### config.mk
export PLATFORM = sky130hd
export DESIGN_NAME = progressive_caesar_codec
export DESIGN_NICKNAME = d
export VERILOG_FILES = /design/src/rtl/pcc_pkg.sv /design/src/rtl/progressive_caesar_codec.sv
export SDC_FILE = /design/constraint.sdc
export NUM_CORES = 1
export LEC_CHECK = 0
export BUFFER_PORTS_ARGS = -buffer_cell sky130_fd_sc_hd__buf_2
export CORE_MARGIN = 1
export CORE_UTILIZATION = 50
export CTS_CLUSTER_SIZE = 14
export DETAILED_ROUTE_END_ITERATION = 10
export PLACE_DENSITY_LB_ADDON = 0.15
export SYNTH_ARGS = -nofsm -noshare
export SYNTH_HDL_FRONTEND = slang
export SYNTH_SLANG_ARGS = --single-unit
### constraint.sdc
create_clock -name clk_i -period 7.6 [get_ports clk_i]
set_clock_uncertainty 0.1 [all_clocks]
set_input_delay 0.76 -clock clk_i [delete_from_list [all_inputs] [get_ports clk_i]]
set_output_delay 0.76 -clock clk_i [all_outputs]
set_load 0.01 [all_outputs]
### src/rtl/pcc_pkg.sv
// ----------------------------------------------------------------------------
// pcc_pkg
// Types, codes and character helpers of the progressive Caesar codec.
// ----------------------------------------------------------------------------
package pcc_pkg;

  // Configuration register indexes
  localparam int unsigned CfgAddrW = 2;
  localparam int unsigned CfgDataW = 16;
  localparam logic [CfgAddrW-1:0] CFG_MODE = 2'd0;
  localparam logic [CfgAddrW-1:0] CFG_KEY  = 2'd1;
  localparam logic [CfgAddrW-1:0] CFG_CAP  = 2'd2;

  // Mode codes
  localparam logic MODE_ENC = 1'b0;
  localparam logic MODE_DEC = 1'b1;

  // Field widths
  localparam int unsigned CharW   = 8;
  localparam int unsigned CountW  = 16;
  localparam int unsigned StatusW = 2;
  localparam int unsigned KeyW    = 5;
  localparam int unsigned PosW    = 5;

  // Marker and lookahead
  localparam int unsigned MarkLen   = 7;
  localparam int unsigned LookLen   = 6;
  localparam int unsigned MarkIdxW  = 3;
  localparam int unsigned FillW     = 3;
  localparam logic [CharW-1:0] TERM_CHAR = 8'h00;
  localparam logic [KeyW-1:0]  ALPHA_LEN = 5'd26;

  typedef enum logic [StatusW-1:0] {
    STATUS_OK      = 2'd0,
    STATUS_SMALL   = 2'd1,
    STATUS_MISSING = 2'd2
  } status_e;

  typedef enum logic [1:0] {
    BURST_IDLE,
    BURST_MARK,
    BURST_FLUSH
  } burst_e;

  // Character of the end-of-message marker at a given place
  function automatic logic [CharW-1:0] mark_char(input logic [MarkIdxW-1:0] idx);
    logic [CharW-1:0] ch;
    unique case (idx)
      3'd2:    ch = 8'h45;  // E
      3'd3:    ch = 8'h4F;  // O
      3'd4:    ch = 8'h4D;  // M
      3'd7:    ch = TERM_CHAR;
      default: ch = 8'h5F;  // underscore
    endcase
    return ch;
  endfunction

  // Shift a letter forward by amt (below 26), keeping its case
  function automatic logic [CharW-1:0] rotate_letter(input logic [CharW-1:0] c,
                                                     input logic [PosW-1:0]  amt);
    logic             is_lower;
    logic             is_upper;
    logic [CharW-1:0] base;
    logic [CharW-1:0] offs;
    logic [PosW:0]    sum;
    logic [PosW:0]    wrapped;
    is_lower = (c >= 8'h61) && (c <= 8'h7A);
    is_upper = (c >= 8'h41) && (c <= 8'h5A);
    base     = is_lower ? 8'h61 : 8'h41;
    offs     = c - base;
    sum      = {1'b0, offs[PosW-1:0]} + {1'b0, amt};
    wrapped  = (sum >= {1'b0, ALPHA_LEN}) ? (sum - {1'b0, ALPHA_LEN}) : sum;
    if (is_lower || is_upper) begin
      return base + {3'b000, wrapped[PosW-1:0]};
    end
    return c;
  endfunction

endpackage

### src/rtl/progressive_caesar_codec.sv
// ----------------------------------------------------------------------------
// progressive_caesar_codec
// Streaming letter-shift encoder and decoder with end-of-message marker.
// ----------------------------------------------------------------------------
// Takes one byte per item and shifts letters by key plus position modulo 26.
// An item is held in the input register and resolved in one pass into the
// result register, so items that give at most one result flow at one item
// per cycle. An end-of-text item gives a burst of results from the same
// result register, one per cycle: eight in encrypt mode (seven marker bytes
// and the terminator, or only the terminator on a too-small capacity), and
// in decrypt mode the held lookahead bytes, up to six, plus the terminator;
// the input register holds the next item during the burst. Results leave as
// long as the sink takes them; either side may stall at any time.
module progressive_caesar_codec #(
  parameter int unsigned MAX_MESSAGE = 65535
) (
  input  logic                          clk_i,
  input  logic                          rst_ni,
  // configuration write
  input  logic                          cfg_valid_i,
  output logic                          cfg_ready_o,
  input  logic [pcc_pkg::CfgAddrW-1:0]  cfg_addr_i,
  input  logic [pcc_pkg::CfgDataW-1:0]  cfg_data_i,
  // input items
  input  logic                          s_axis_tvalid,
  output logic                          s_axis_tready,
  input  logic [7:0]                    s_axis_tdata,   // [7:0] char_in
  input  logic                          s_axis_tlast,   // end_of_text
  // result items
  output logic                          m_axis_tvalid,
  input  logic                          m_axis_tready,
  output logic [23:0]                   m_axis_tdata,   // [7:0] char_out, [23:8] count
  output logic                          m_axis_tlast,   // last
  output logic [1:0]                    m_axis_tuser    // [1:0] status
);
  import pcc_pkg::*;

  localparam int unsigned CW = $clog2(MAX_MESSAGE + 1);
  localparam int unsigned RW = (CW > CountW) ? CW : CountW;
  localparam logic [CW-1:0] MaxCnt = CW'(MAX_MESSAGE);
  localparam logic [RW-1:0] ShownMax = RW'({CountW{1'b1}});
  localparam logic [CountW-1:0] MarkLen16 = CountW'(MarkLen);

  // Configuration registers
  logic                mode_q;
  logic [KeyW-1:0]     key_q;
  logic [CountW-1:0]   cap_q;

  // Input register
  logic                in_valid_q, in_valid_d;
  logic [CharW-1:0]    in_char_q;
  logic                in_eot_q;

  // Message state
  logic [CW-1:0]       byte_count_q, byte_count_d;
  logic [PosW-1:0]     pos_q, pos_d;
  logic [FillW-1:0]    fill_q, fill_d;
  logic                seen_q, seen_d;
  logic [CharW-1:0]    la_q [LookLen];

  // Burst sequencer
  burst_e              state_q, state_d;
  logic [MarkIdxW-1:0] mark_idx_q, mark_idx_d;

  // Result register
  logic                out_valid_q, out_valid_d;
  logic [CharW-1:0]    out_char_q;
  logic                out_last_q;
  status_e             out_status_q;
  logic [CountW-1:0]   out_count_q;

  // Per-cycle controls
  logic                in_take;
  logic                can_load;
  logic                emit;
  logic [CharW-1:0]    e_char;
  logic                e_last;
  status_e             e_status;
  logic [CountW-1:0]   e_count;
  logic                do_adv;
  logic                do_clear;
  logic                la_shift;
  logic                la_wr;

  // Derived values
  logic [KeyW-1:0]     key_mod;
  logic [PosW:0]       fwd_sum;
  logic [PosW-1:0]     fwd_amt;
  logic [PosW-1:0]     bwd_amt;
  logic [RW-1:0]       count_ext;
  logic [CountW-1:0]   shown;
  logic                cap_small;
  logic [CountW-1:0]   room;
  logic                payload_full;
  logic                mark_match;
  logic [CharW-1:0]    dec_head;

  // Configuration port always takes writes
  assign cfg_ready_o = 1'b1;

  always_ff @(posedge clk_i or negedge rst_ni) begin
    if (!rst_ni) begin
      mode_q <= MODE_ENC;
      key_q  <= '0;
      cap_q  <= '1;
    end else if (cfg_valid_i) begin
      unique case (cfg_addr_i)
        CFG_MODE: mode_q <= cfg_data_i[0];
        CFG_KEY:  key_q  <= cfg_data_i[KeyW-1:0];
        CFG_CAP:  cap_q  <= cfg_data_i;
        default:  ;
      endcase
    end
  end

  // Shift amounts for the current position
  assign key_mod = (key_q >= ALPHA_LEN) ? (key_q - ALPHA_LEN) : key_q;
  assign fwd_sum = {1'b0, key_mod} + {1'b0, pos_q};
  assign fwd_amt = (fwd_sum >= {1'b0, ALPHA_LEN}) ? PosW'(fwd_sum - {1'b0, ALPHA_LEN})
                                                    : fwd_sum[PosW-1:0];
  assign bwd_amt = (fwd_amt == '0) ? '0 : (ALPHA_LEN - fwd_amt);

  // Reported count, capped to the field width
  assign count_ext = RW'(byte_count_q);
  assign shown     = (count_ext > ShownMax) ? '1 : count_ext[CountW-1:0];

  // Encrypt payload room
  assign cap_small    = cap_q < MarkLen16;
  assign room         = cap_q - MarkLen16;
  assign payload_full = (count_ext >= RW'(room)) || (byte_count_q == MaxCnt);

  // Marker search over the lookahead and the incoming byte
  always_comb begin
    mark_match = (in_char_q == mark_char(MarkIdxW'(LookLen)));
    for (int i = 0; i < LookLen; i++) begin
      if (la_q[i] != mark_char(MarkIdxW'(i))) begin
        mark_match = 1'b0;
      end
    end
  end

  assign dec_head = rotate_letter(la_q[0], bwd_amt);
  assign can_load = !out_valid_q || m_axis_tready;

  // Sequencer state register
  always_ff @(posedge clk_i or negedge rst_ni) begin
    if (!rst_ni) begin
      state_q    <= BURST_IDLE;
      mark_idx_q <= '0;
    end else begin
      state_q    <= state_d;
      mark_idx_q <= mark_idx_d;
    end
  end

  // Resolve the held item or the next burst result
  always_comb begin
    state_d    = state_q;
    mark_idx_d = mark_idx_q;
    in_take    = 1'b0;
    emit       = 1'b0;
    e_char     = TERM_CHAR;
    e_last     = 1'b0;
    e_status   = STATUS_OK;
    e_count    = '0;
    do_adv     = 1'b0;
    do_clear   = 1'b0;
    la_shift   = 1'b0;
    la_wr      = 1'b0;
    seen_d     = seen_q;
    fill_d     = fill_q;

    unique case (state_q)
      BURST_IDLE: begin
        if (in_valid_q) begin
          if (mode_q == MODE_ENC) begin
            if (!in_eot_q) begin
              // drop characters beyond the payload room
              if (cap_small || payload_full) begin
                in_take = 1'b1;
              end else if (can_load) begin
                in_take = 1'b1;
                emit    = 1'b1;
                e_char  = rotate_letter(in_char_q, fwd_amt);
                do_adv  = 1'b1;
              end
            end else if (can_load) begin
              in_take = 1'b1;
              emit    = 1'b1;
              if (cap_small) begin
                e_last   = 1'b1;
                e_status = STATUS_SMALL;
                do_clear = 1'b1;
              end else begin
                e_char     = mark_char('0);
                mark_idx_d = MarkIdxW'(1);
                state_d    = BURST_MARK;
              end
            end
          end else if (seen_q) begin
            // ignore the rest of a message after its marker
            in_take  = 1'b1;
            do_clear = in_eot_q;
          end else if (in_eot_q) begin
            if (can_load) begin
              in_take = 1'b1;
              emit    = 1'b1;
              if (fill_q == '0) begin
                e_last   = 1'b1;
                e_status = STATUS_MISSING;
                e_count  = shown;
                do_clear = 1'b1;
              end else begin
                e_char   = dec_head;
                la_shift = 1'b1;
                fill_d   = fill_q - FillW'(1);
                do_adv   = 1'b1;
                state_d  = BURST_FLUSH;
              end
            end
          end else if (fill_q == FillW'(LookLen)) begin
            if (can_load) begin
              in_take = 1'b1;
              emit    = 1'b1;
              if (mark_match) begin
                e_last   = 1'b1;
                e_count  = shown;
                do_clear = 1'b1;
                seen_d   = 1'b1;
              end else begin
                e_char   = dec_head;
                la_shift = 1'b1;
                do_adv   = 1'b1;
              end
            end
          end else begin
            // fill the lookahead
            in_take = 1'b1;
            la_wr   = 1'b1;
            fill_d  = fill_q + FillW'(1);
          end
        end
      end
      BURST_MARK: begin
        if (can_load) begin
          emit = 1'b1;
          if (mark_idx_q == MarkIdxW'(MarkLen)) begin
            e_last   = 1'b1;
            e_count  = shown;
            do_clear = 1'b1;
            state_d  = BURST_IDLE;
          end else begin
            e_char     = mark_char(mark_idx_q);
            mark_idx_d = mark_idx_q + MarkIdxW'(1);
          end
        end
      end
      BURST_FLUSH: begin
        if (can_load) begin
          emit = 1'b1;
          if (fill_q == '0) begin
            e_last   = 1'b1;
            e_status = STATUS_MISSING;
            e_count  = shown;
            do_clear = 1'b1;
            state_d  = BURST_IDLE;
          end else begin
            e_char   = dec_head;
            la_shift = 1'b1;
            fill_d   = fill_q - FillW'(1);
            do_adv   = 1'b1;
          end
        end
      end
      default: state_d = BURST_IDLE;
    endcase

    // advance position and count, then let a clear override
    byte_count_d = byte_count_q;
    pos_d        = pos_q;
    if (do_adv) begin
      if (byte_count_q != MaxCnt) begin
        byte_count_d = byte_count_q + CW'(1);
      end
      pos_d = (pos_q == ALPHA_LEN - KeyW'(1)) ? '0 : pos_q + PosW'(1);
    end
    if (do_clear) begin
      byte_count_d = '0;
      pos_d        = '0;
      fill_d       = '0;
      seen_d       = seen_d && !in_eot_q && (state_q == BURST_IDLE) && (mode_q == MODE_DEC);
    end
  end

  // Message state registers
  always_ff @(posedge clk_i or negedge rst_ni) begin
    if (!rst_ni) begin
      byte_count_q <= '0;
      pos_q        <= '0;
      fill_q       <= '0;
      seen_q       <= 1'b0;
    end else begin
      byte_count_q <= byte_count_d;
      pos_q        <= pos_d;
      fill_q       <= fill_d;
      seen_q       <= seen_d;
    end
  end

  // Lookahead: append at the fill point or shift toward the head
  always_ff @(posedge clk_i) begin
    for (int i = 0; i < LookLen; i++) begin
      if (la_shift) begin
        la_q[i] <= (i == LookLen - 1) ? in_char_q : la_q[(i + 1) % LookLen];
      end else if (la_wr && (fill_q == FillW'(i))) begin
        la_q[i] <= in_char_q;
      end
    end
  end

  // Input register: take a new item whenever the held one resolves
  assign s_axis_tready = !in_valid_q || in_take;

  always_comb begin
    in_valid_d = in_valid_q;
    if (s_axis_tvalid && s_axis_tready) begin
      in_valid_d = 1'b1;
    end else if (in_take) begin
      in_valid_d = 1'b0;
    end
  end

  always_ff @(posedge clk_i or negedge rst_ni) begin
    if (!rst_ni) begin
      in_valid_q <= 1'b0;
    end else begin
      in_valid_q <= in_valid_d;
    end
  end

  always_ff @(posedge clk_i) begin
    if (s_axis_tvalid && s_axis_tready) begin
      in_char_q <= s_axis_tdata;
      in_eot_q  <= s_axis_tlast;
    end
  end

  // Result register
  always_comb begin
    out_valid_d = out_valid_q;
    if (emit) begin
      out_valid_d = 1'b1;
    end else if (m_axis_tready) begin
      out_valid_d = 1'b0;
    end
  end

  always_ff @(posedge clk_i or negedge rst_ni) begin
    if (!rst_ni) begin
      out_valid_q <= 1'b0;
    end else begin
      out_valid_q <= out_valid_d;
    end
  end

  always_ff @(posedge clk_i) begin
    if (emit) begin
      out_char_q   <= e_char;
      out_last_q   <= e_last;
      out_status_q <= e_status;
      out_count_q  <= e_count;
    end
  end

  assign m_axis_tvalid = out_valid_q;
  assign m_axis_tdata  = {out_count_q, out_char_q};
  assign m_axis_tlast  = out_last_q;
  assign m_axis_tuser  = out_status_q;

endmodule

---- Yosys cells after proc, flatten, opt, wreduce, memory -nomap -nowiden ----
Memories as Yosys holds them, arrays and structs flattened.
Index checks and enable logic that the tools add are counted.
cells by class
  $add $sub $neg .......................... 18
  reductions and logical operators ........ 41
  eq/ne operators ......................... 45
  bitwise logic cells ..................... 6
  mux-type cells .......................... 195
  $lt $le $gt $ge ......................... 15
operators with widths
  cell                                                         number
  2-to-1 mux 16 bit                                            15
  2-to-1 mux 8 bit                                             22
  2-to-1 mux 1 bit                                             98
  inequality test 8 x 7 -> 1 bit, second input constant        6
  case mux 16 bit (3 select lines)                             1
  2-to-1 mux 3 bit                                             15
  2-to-1 mux 5 bit                                             8
  2-to-1 mux 2 bit                                             19
  >= comparator 8 x 7 -> 1 bit, second input constant          4
  <= comparator 8 x 7 -> 1 bit, second input constant          4
  2-to-1 mux 7 bit                                             4
  inequality test 3 bit, second input constant                 9
  case mux 8 bit (3 select lines)                              1
  inequality test 2 bit, second input constant                 10
  subtractor 5 bit, second input constant                      4
  adder 5 x 5 -> 6 bit                                         3
  >= comparator 6 x 5 -> 1 bit, second input constant          3
  adder 16 x 1 -> 16 bit, second input constant                1
  adder 7 x 5 -> 8 bit                                         2
  == test 16 bit, second input constant                        1
  >= comparator 16 bit                                         1
  > comparator 16 bit, second input constant                   1
  less-than comparator 16 x 3 -> 1 bit, second input constant  1
  inequality test 16 bit, second input constant                1
  other kinds (36)                                             86
storage, ports and cells
  RAM bits ................................ 48
  bits of input ports ..................... 32
  output and inout bits ................... 30
  memories kept ........................... 1
  bits in registers ....................... 90
memory list
  name  depth  bits a word  rd ports  clocked after Yosys merged registers in  wr ports  line                            source
  la_q  6      8            6         0                                        6         progressive_caesar_codec.sv:59  logic [CharW-1:0] la_q [LookLen];

---- Logic depth before layout (Yosys ltp) ----
  depth in word-level cells ............... 21
  gate-level depth with buffers ........... 31
  mapped depth without buffers ............ 31

---- Worst setup path before layout ----
No wires, ideal clock.
  path kind ............................... flip-flop to flip-flop
  start ................................... register key_q[1]
  end ..................................... register out_char_q[4] (data pin)
  arrival ................................. 5.870 ns
  path slack .............................. 1.480 ns
  period minus slack after synthesis ...... 6.120 ns
  setup time .............................. 0.150 ns
  stages on the path, launching flop included .. 29
  cell sequence ........................... dfrtp_1 inv_1 ha_1 inv_1 nor2_1 o21ai_0 o31ai_1 inv_1 fa_1 nand2b_1 a21oi_1 xor2_1 or3b_2 a32oi_1 ha_1 nor2b_1 a21oi_1 and2_1 a41oi_1 o21ai_0 xnor3_2 nor3b_4 a21oi_2 xnor2_1 ha_1 inv_1 o311a_1 o311a_1 nor3_2
on the way
  word-level cells in the longest chain between the ends .. 21
  elaborated cells on any way between the ends .. 37
ends and longest elaborated chain
  item                                                                     line                             source
  start: declaration                                                       progressive_caesar_codec.sv:46   logic [KeyW-1:0] key_q;
  start signal: assignment                                                 progressive_caesar_codec.sv:109  CFG_KEY: key_q <= cfg_data_i[KeyW-1:0];
  subtractor 5 bit / >= comparator 5 bit (equally long branches)           progressive_caesar_codec.sv:117  assign key_mod = (key_q >= ALPHA_LEN) ? (key_q - ALPHA_LEN) : key_q;
  2-to-1 mux 5 bit (*)                                                     progressive_caesar_codec.sv:117
  adder 5 x 5 -> 6 bit (*)                                                 progressive_caesar_codec.sv:118  assign fwd_sum = {1'b0, key_mod} + {1'b0, pos_q};
  subtractor 5 bit / >= comparator 6 x 5 -> 1 bit (equally long branches)  progressive_caesar_codec.sv:119  assign fwd_amt = (fwd_sum >= {1'b0, ALPHA_LEN}) ? PosW'(fwd_sum - {1'b0, ALPHA_LEN})
  2-to-1 mux 5 bit (*)                                                     progressive_caesar_codec.sv:119
  subtractor 5 bit / zero test 5 bit (equally long branches)               progressive_caesar_codec.sv:121  assign bwd_amt = (fwd_amt == '0) ? '0 : (ALPHA_LEN - fwd_amt);
  2-to-1 mux 5 bit                                                         progressive_caesar_codec.sv:121
  adder 5 x 5 -> 6 bit                                                     pcc_pkg.sv:71                    sum = {1'b0, offs[PosW-1:0]} + {1'b0, amt};
  (+6 left out)                                                            n/a
  2-to-1 mux 8 bit                                                         progressive_caesar_codec.sv:222  if (can_load) begin
  2-to-1 mux 8 bit                                                         progressive_caesar_codec.sv:221  end else if (fill_q == FillW'(LookLen)) begin
  2-to-1 mux 8 bit                                                         progressive_caesar_codec.sv:204  end else if (in_eot_q) begin
  2-to-1 mux 8 bit                                                         progressive_caesar_codec.sv:200  end else if (seen_q) begin
  2-to-1 mux 8 bit                                                         progressive_caesar_codec.sv:176  if (mode_q == MODE_ENC) begin
  2-to-1 mux 8 bit                                                         progressive_caesar_codec.sv:175  if (in_valid_q) begin
  case mux 8 bit (3 select lines) (*)                                      progressive_caesar_codec.sv:173  unique case (state_q)
  net e_char[4]                                                            progressive_caesar_codec.sv:76   logic [CharW-1:0] e_char;
  end signal: assignment                                                   progressive_caesar_codec.sv:368  out_char_q <= e_char;
  end: declaration                                                         progressive_caesar_codec.sv:67   logic [CharW-1:0] out_char_q;
Mark *: on every way through the listed nets, which the timed path passes. The rest lies on a longest branch. The select of a mux whose other input is x is not followed.
A chain may end at the register's enable or synchronous reset.

---- Final worst setup path ----
Ends and elaborated chain as after synthesis.

==> flow_summary.yaml <==
run_status:
  outcome: "finished, final reports clean"
yosys:
  synth-warning-count: 0
  synth_top_area_frac: 0.281
  synth_edf_count: 84
  synthCells: 862
  synth_area_leaders: "edfxtp_1 (28%), dfrtp_1 (11%), ha_1 (8.8%), mux2_2 (8.3%), dfstp_2 (4.7%)"
  seq_area_frac_synth: 0.434
  async_reset_ff_frac: 0.391
  synth_most_common_cell: "edfxtp_1"
  yosysUniqueCellTypes: 77
  synthesis.area_um2: 8970
  syn-num-nets: 959
  yosysTopAreaCell: "edfxtp_1"
  synthTopCellsByCount: "edfxtp_1 (84), nor2_1 (74), mux2_2 (66), ha_1 (63), nand2_1 (53)"
  ys_seq_elements: 138
  synth_area_per_cell_um2: 10.4
  yosys_most_used_dff: "edfxtp_1"
sta:
  maxSlewViolCount: 0
  max_freq_mhz: 147
  rsz0062_at_grt: "false"
  period_share: 0.894
  setup_tns_ns: 0
  relSlewSlack: 0.237
  setup_viol: 0
  worst_slew_pin_slew_ns: 1.14
  finalHoldViolCount: 0
  fin_crit_ns: 6.79
layout:
  layout-drive-gt1-share: 0.214
  fillers: 1507
  layout.nets: 1018
  antenna_cells: 0
  syn2layout_area_growth_pct: 12.9
critical_path:
  slowest_delay_ns: 0.48
  setup.worst_path.start_class: "register"
  worstPathRequired_ns: 7.76
  worstPathMaxFanout: 6
  crit_top_cell: "inv_1"
  endpoint_kind: "register"
  worstPathArrival_ns: 6.95
  crit_type: "register to register"
  slowest_stage: "a32oi_1"
die:
  core_area_um2: 17400
  rows: 48
  dieHeight_um: 136
  die_w_um: 136
  start_util: 0.515
  pin_count: 62
  die_area_um2: 18500
cts:
  cts_hold_buf: 0
  insertion_delay_ns: 0.42
  cts_tree: "yes"
  path_clk_slew_ns: 0.06
  ctsHtreeMaxLevel: 4
  cts_sinks: 138
  root_buffer: "clkbuf_16"
  post_cts_buffers: 0
  cts_buffers: 17
  ctsLongestPathBuffers: 2
  cts-resized-gates: 0
route:
  ant_nets: 0
  first_pass_iters: 4
  avgRoutedWirePerCell_um: 17.3
  vias_per_cell: 5.75
  drtIter0Drc: 452
  wl_um: 20100
  via_count: 6661
  drc: 0
flow_run:
  drv_cap: 0
placement:
  routabilityCongestion: 0.881
  portBuffers: 60
  dp_hpwl_um: 14800
global_route:
  antenna_found_initial: 0
  grt_overflow: 0
  grt_pass1_wl_um: 32900
  grt_use_total: 0.230
  grt_start_max_net_pins: 55
  grt_pass1_vias: 6392
worst_hold_path:
  hold_class: "primary input to asynchronous set/reset pin"
## per-stage QoR
step           instance area [um^2]  cells  hold slack [ns]  setup slack (ns)  utilization
3_5_place_dp                   9510   1127            0.447             0.849        0.546
2_1_floorplan                  8970    862            0.348              1.48            -
6_report                      10100   1159            0.378             0.809        0.582
4_1_cts                       10100   1159            0.406             0.808        0.582
3_3_place_gp                   9510   1127            0.437              1.07        0.546
5_1_grt                       10100   1159            0.404             0.244        0.582
## placed cells by master (no fill, tap or decap), drive strengths merged, types with 7 or more instances in the layout
master	count
nor2	74
or2	8
o21ai	35
clkbuf	24
nor3	27
nand2	53
clkinv	7
dfstp	16
and2	19
mux2	67
edfxtp	84
a21oi	50
nor2b	14
nand2b	7
a21o	13
buf	66
xnor2	38
a31oi	7
nand3	20
nor4	9
nand4b	7
ha	63
dfrtp	38
o31ai	7
inv	45
xor2	16
or3	7
and3	8
## cell families (layout without fill, tap and decap cells)
kind of cell / count (synthesis) / count (layout) / synth area share
AOI/OAI and AO/OA: 178 / 178 / 0.132
xor gates and xnor gates: 55 / 55 / 0.0562
adders and majority gates: 65 / 65 / 0.0924
buffers and inverters: 71 / 143 / 0.0301
DFF: 138 / 138 / 0.434
muxes: 73 / 73 / 0.0912
other: 1 / 1 / 0.000418
and+or+nand+nor: 281 / 281 / 0.163
## sequential cells by signal, indices dropped and copies added (netlist names), 5 cells and up
name          count
pos_q             5
cap_q            16
out_count_q      16
la_q             48
in_char_q         8
out_char_q        8
key_q             5
byte_count_q     16
## routing by layer
| layer | vias up | wire, um | track usage |
|---|---|---|---|
| li1 | 3292 | - | - |
| met5 | - | 0 | 0 |
| met4 | 0 | 164 | 0.0537 |
| met3 | 12 | 825 | 0.0380 |
| met2 | 153 | 9080 | 0.356 |
| met1 | 3204 | 10000 | 0.336 |
## path summary, 6_finish.rpt
kind / start / endpoint / slack, ns / depth (start not counted)
worst max-delay path: key_q[1] / out_char_q[4] / 0.81 / 28
worst min-delay path: rst_ni / byte_count_q[8] / 0.38 / 2
worst max register to register: key_q[1] / out_char_q[4] / 0.81 / 28
worst min register to register: mark_idx_q[0] / mark_idx_q[0] / 0.46 / 1
max in group asynchronous: rst_ni / pos_q[3] / 6.52 / 2
min in group clk_i: s_axis_tdata[3] / in_char_q[3] / 0.42 / 1
## final cells by class
type | count | area [um^2] | share of cell area
Sequential cell | 138 | 3890 | 0.384
Clock inverter | 8 | 77.6 | 0.00766
Timing Repair Buffer | 66 | 345 | 0.0341
Multi-Input combinational cell | 653 | 4820 | 0.476
Clock buffer | 24 | 544 | 0.0537
Tap cell | 225 | 282 | 0.0278
Inverter | 45 | 169 | 0.0167
## worst max-delay path, delay by kind of cell, from the launching register on
family                   cells  cell delay (ns)
AO/OA/AOI/OAI               10             2.35
AND/OR/NAND/NOR              7             1.44
adder cells (fa/ha/maj)      4             1.24
XOR/XNOR                     3             0.78
flip-flops                   1             0.41
buffers and inverters        4             0.33
Power is left out: the tool's default activity adds up to more than one toggle a clock period on the data nets, which glitch-free logic cannot reach.
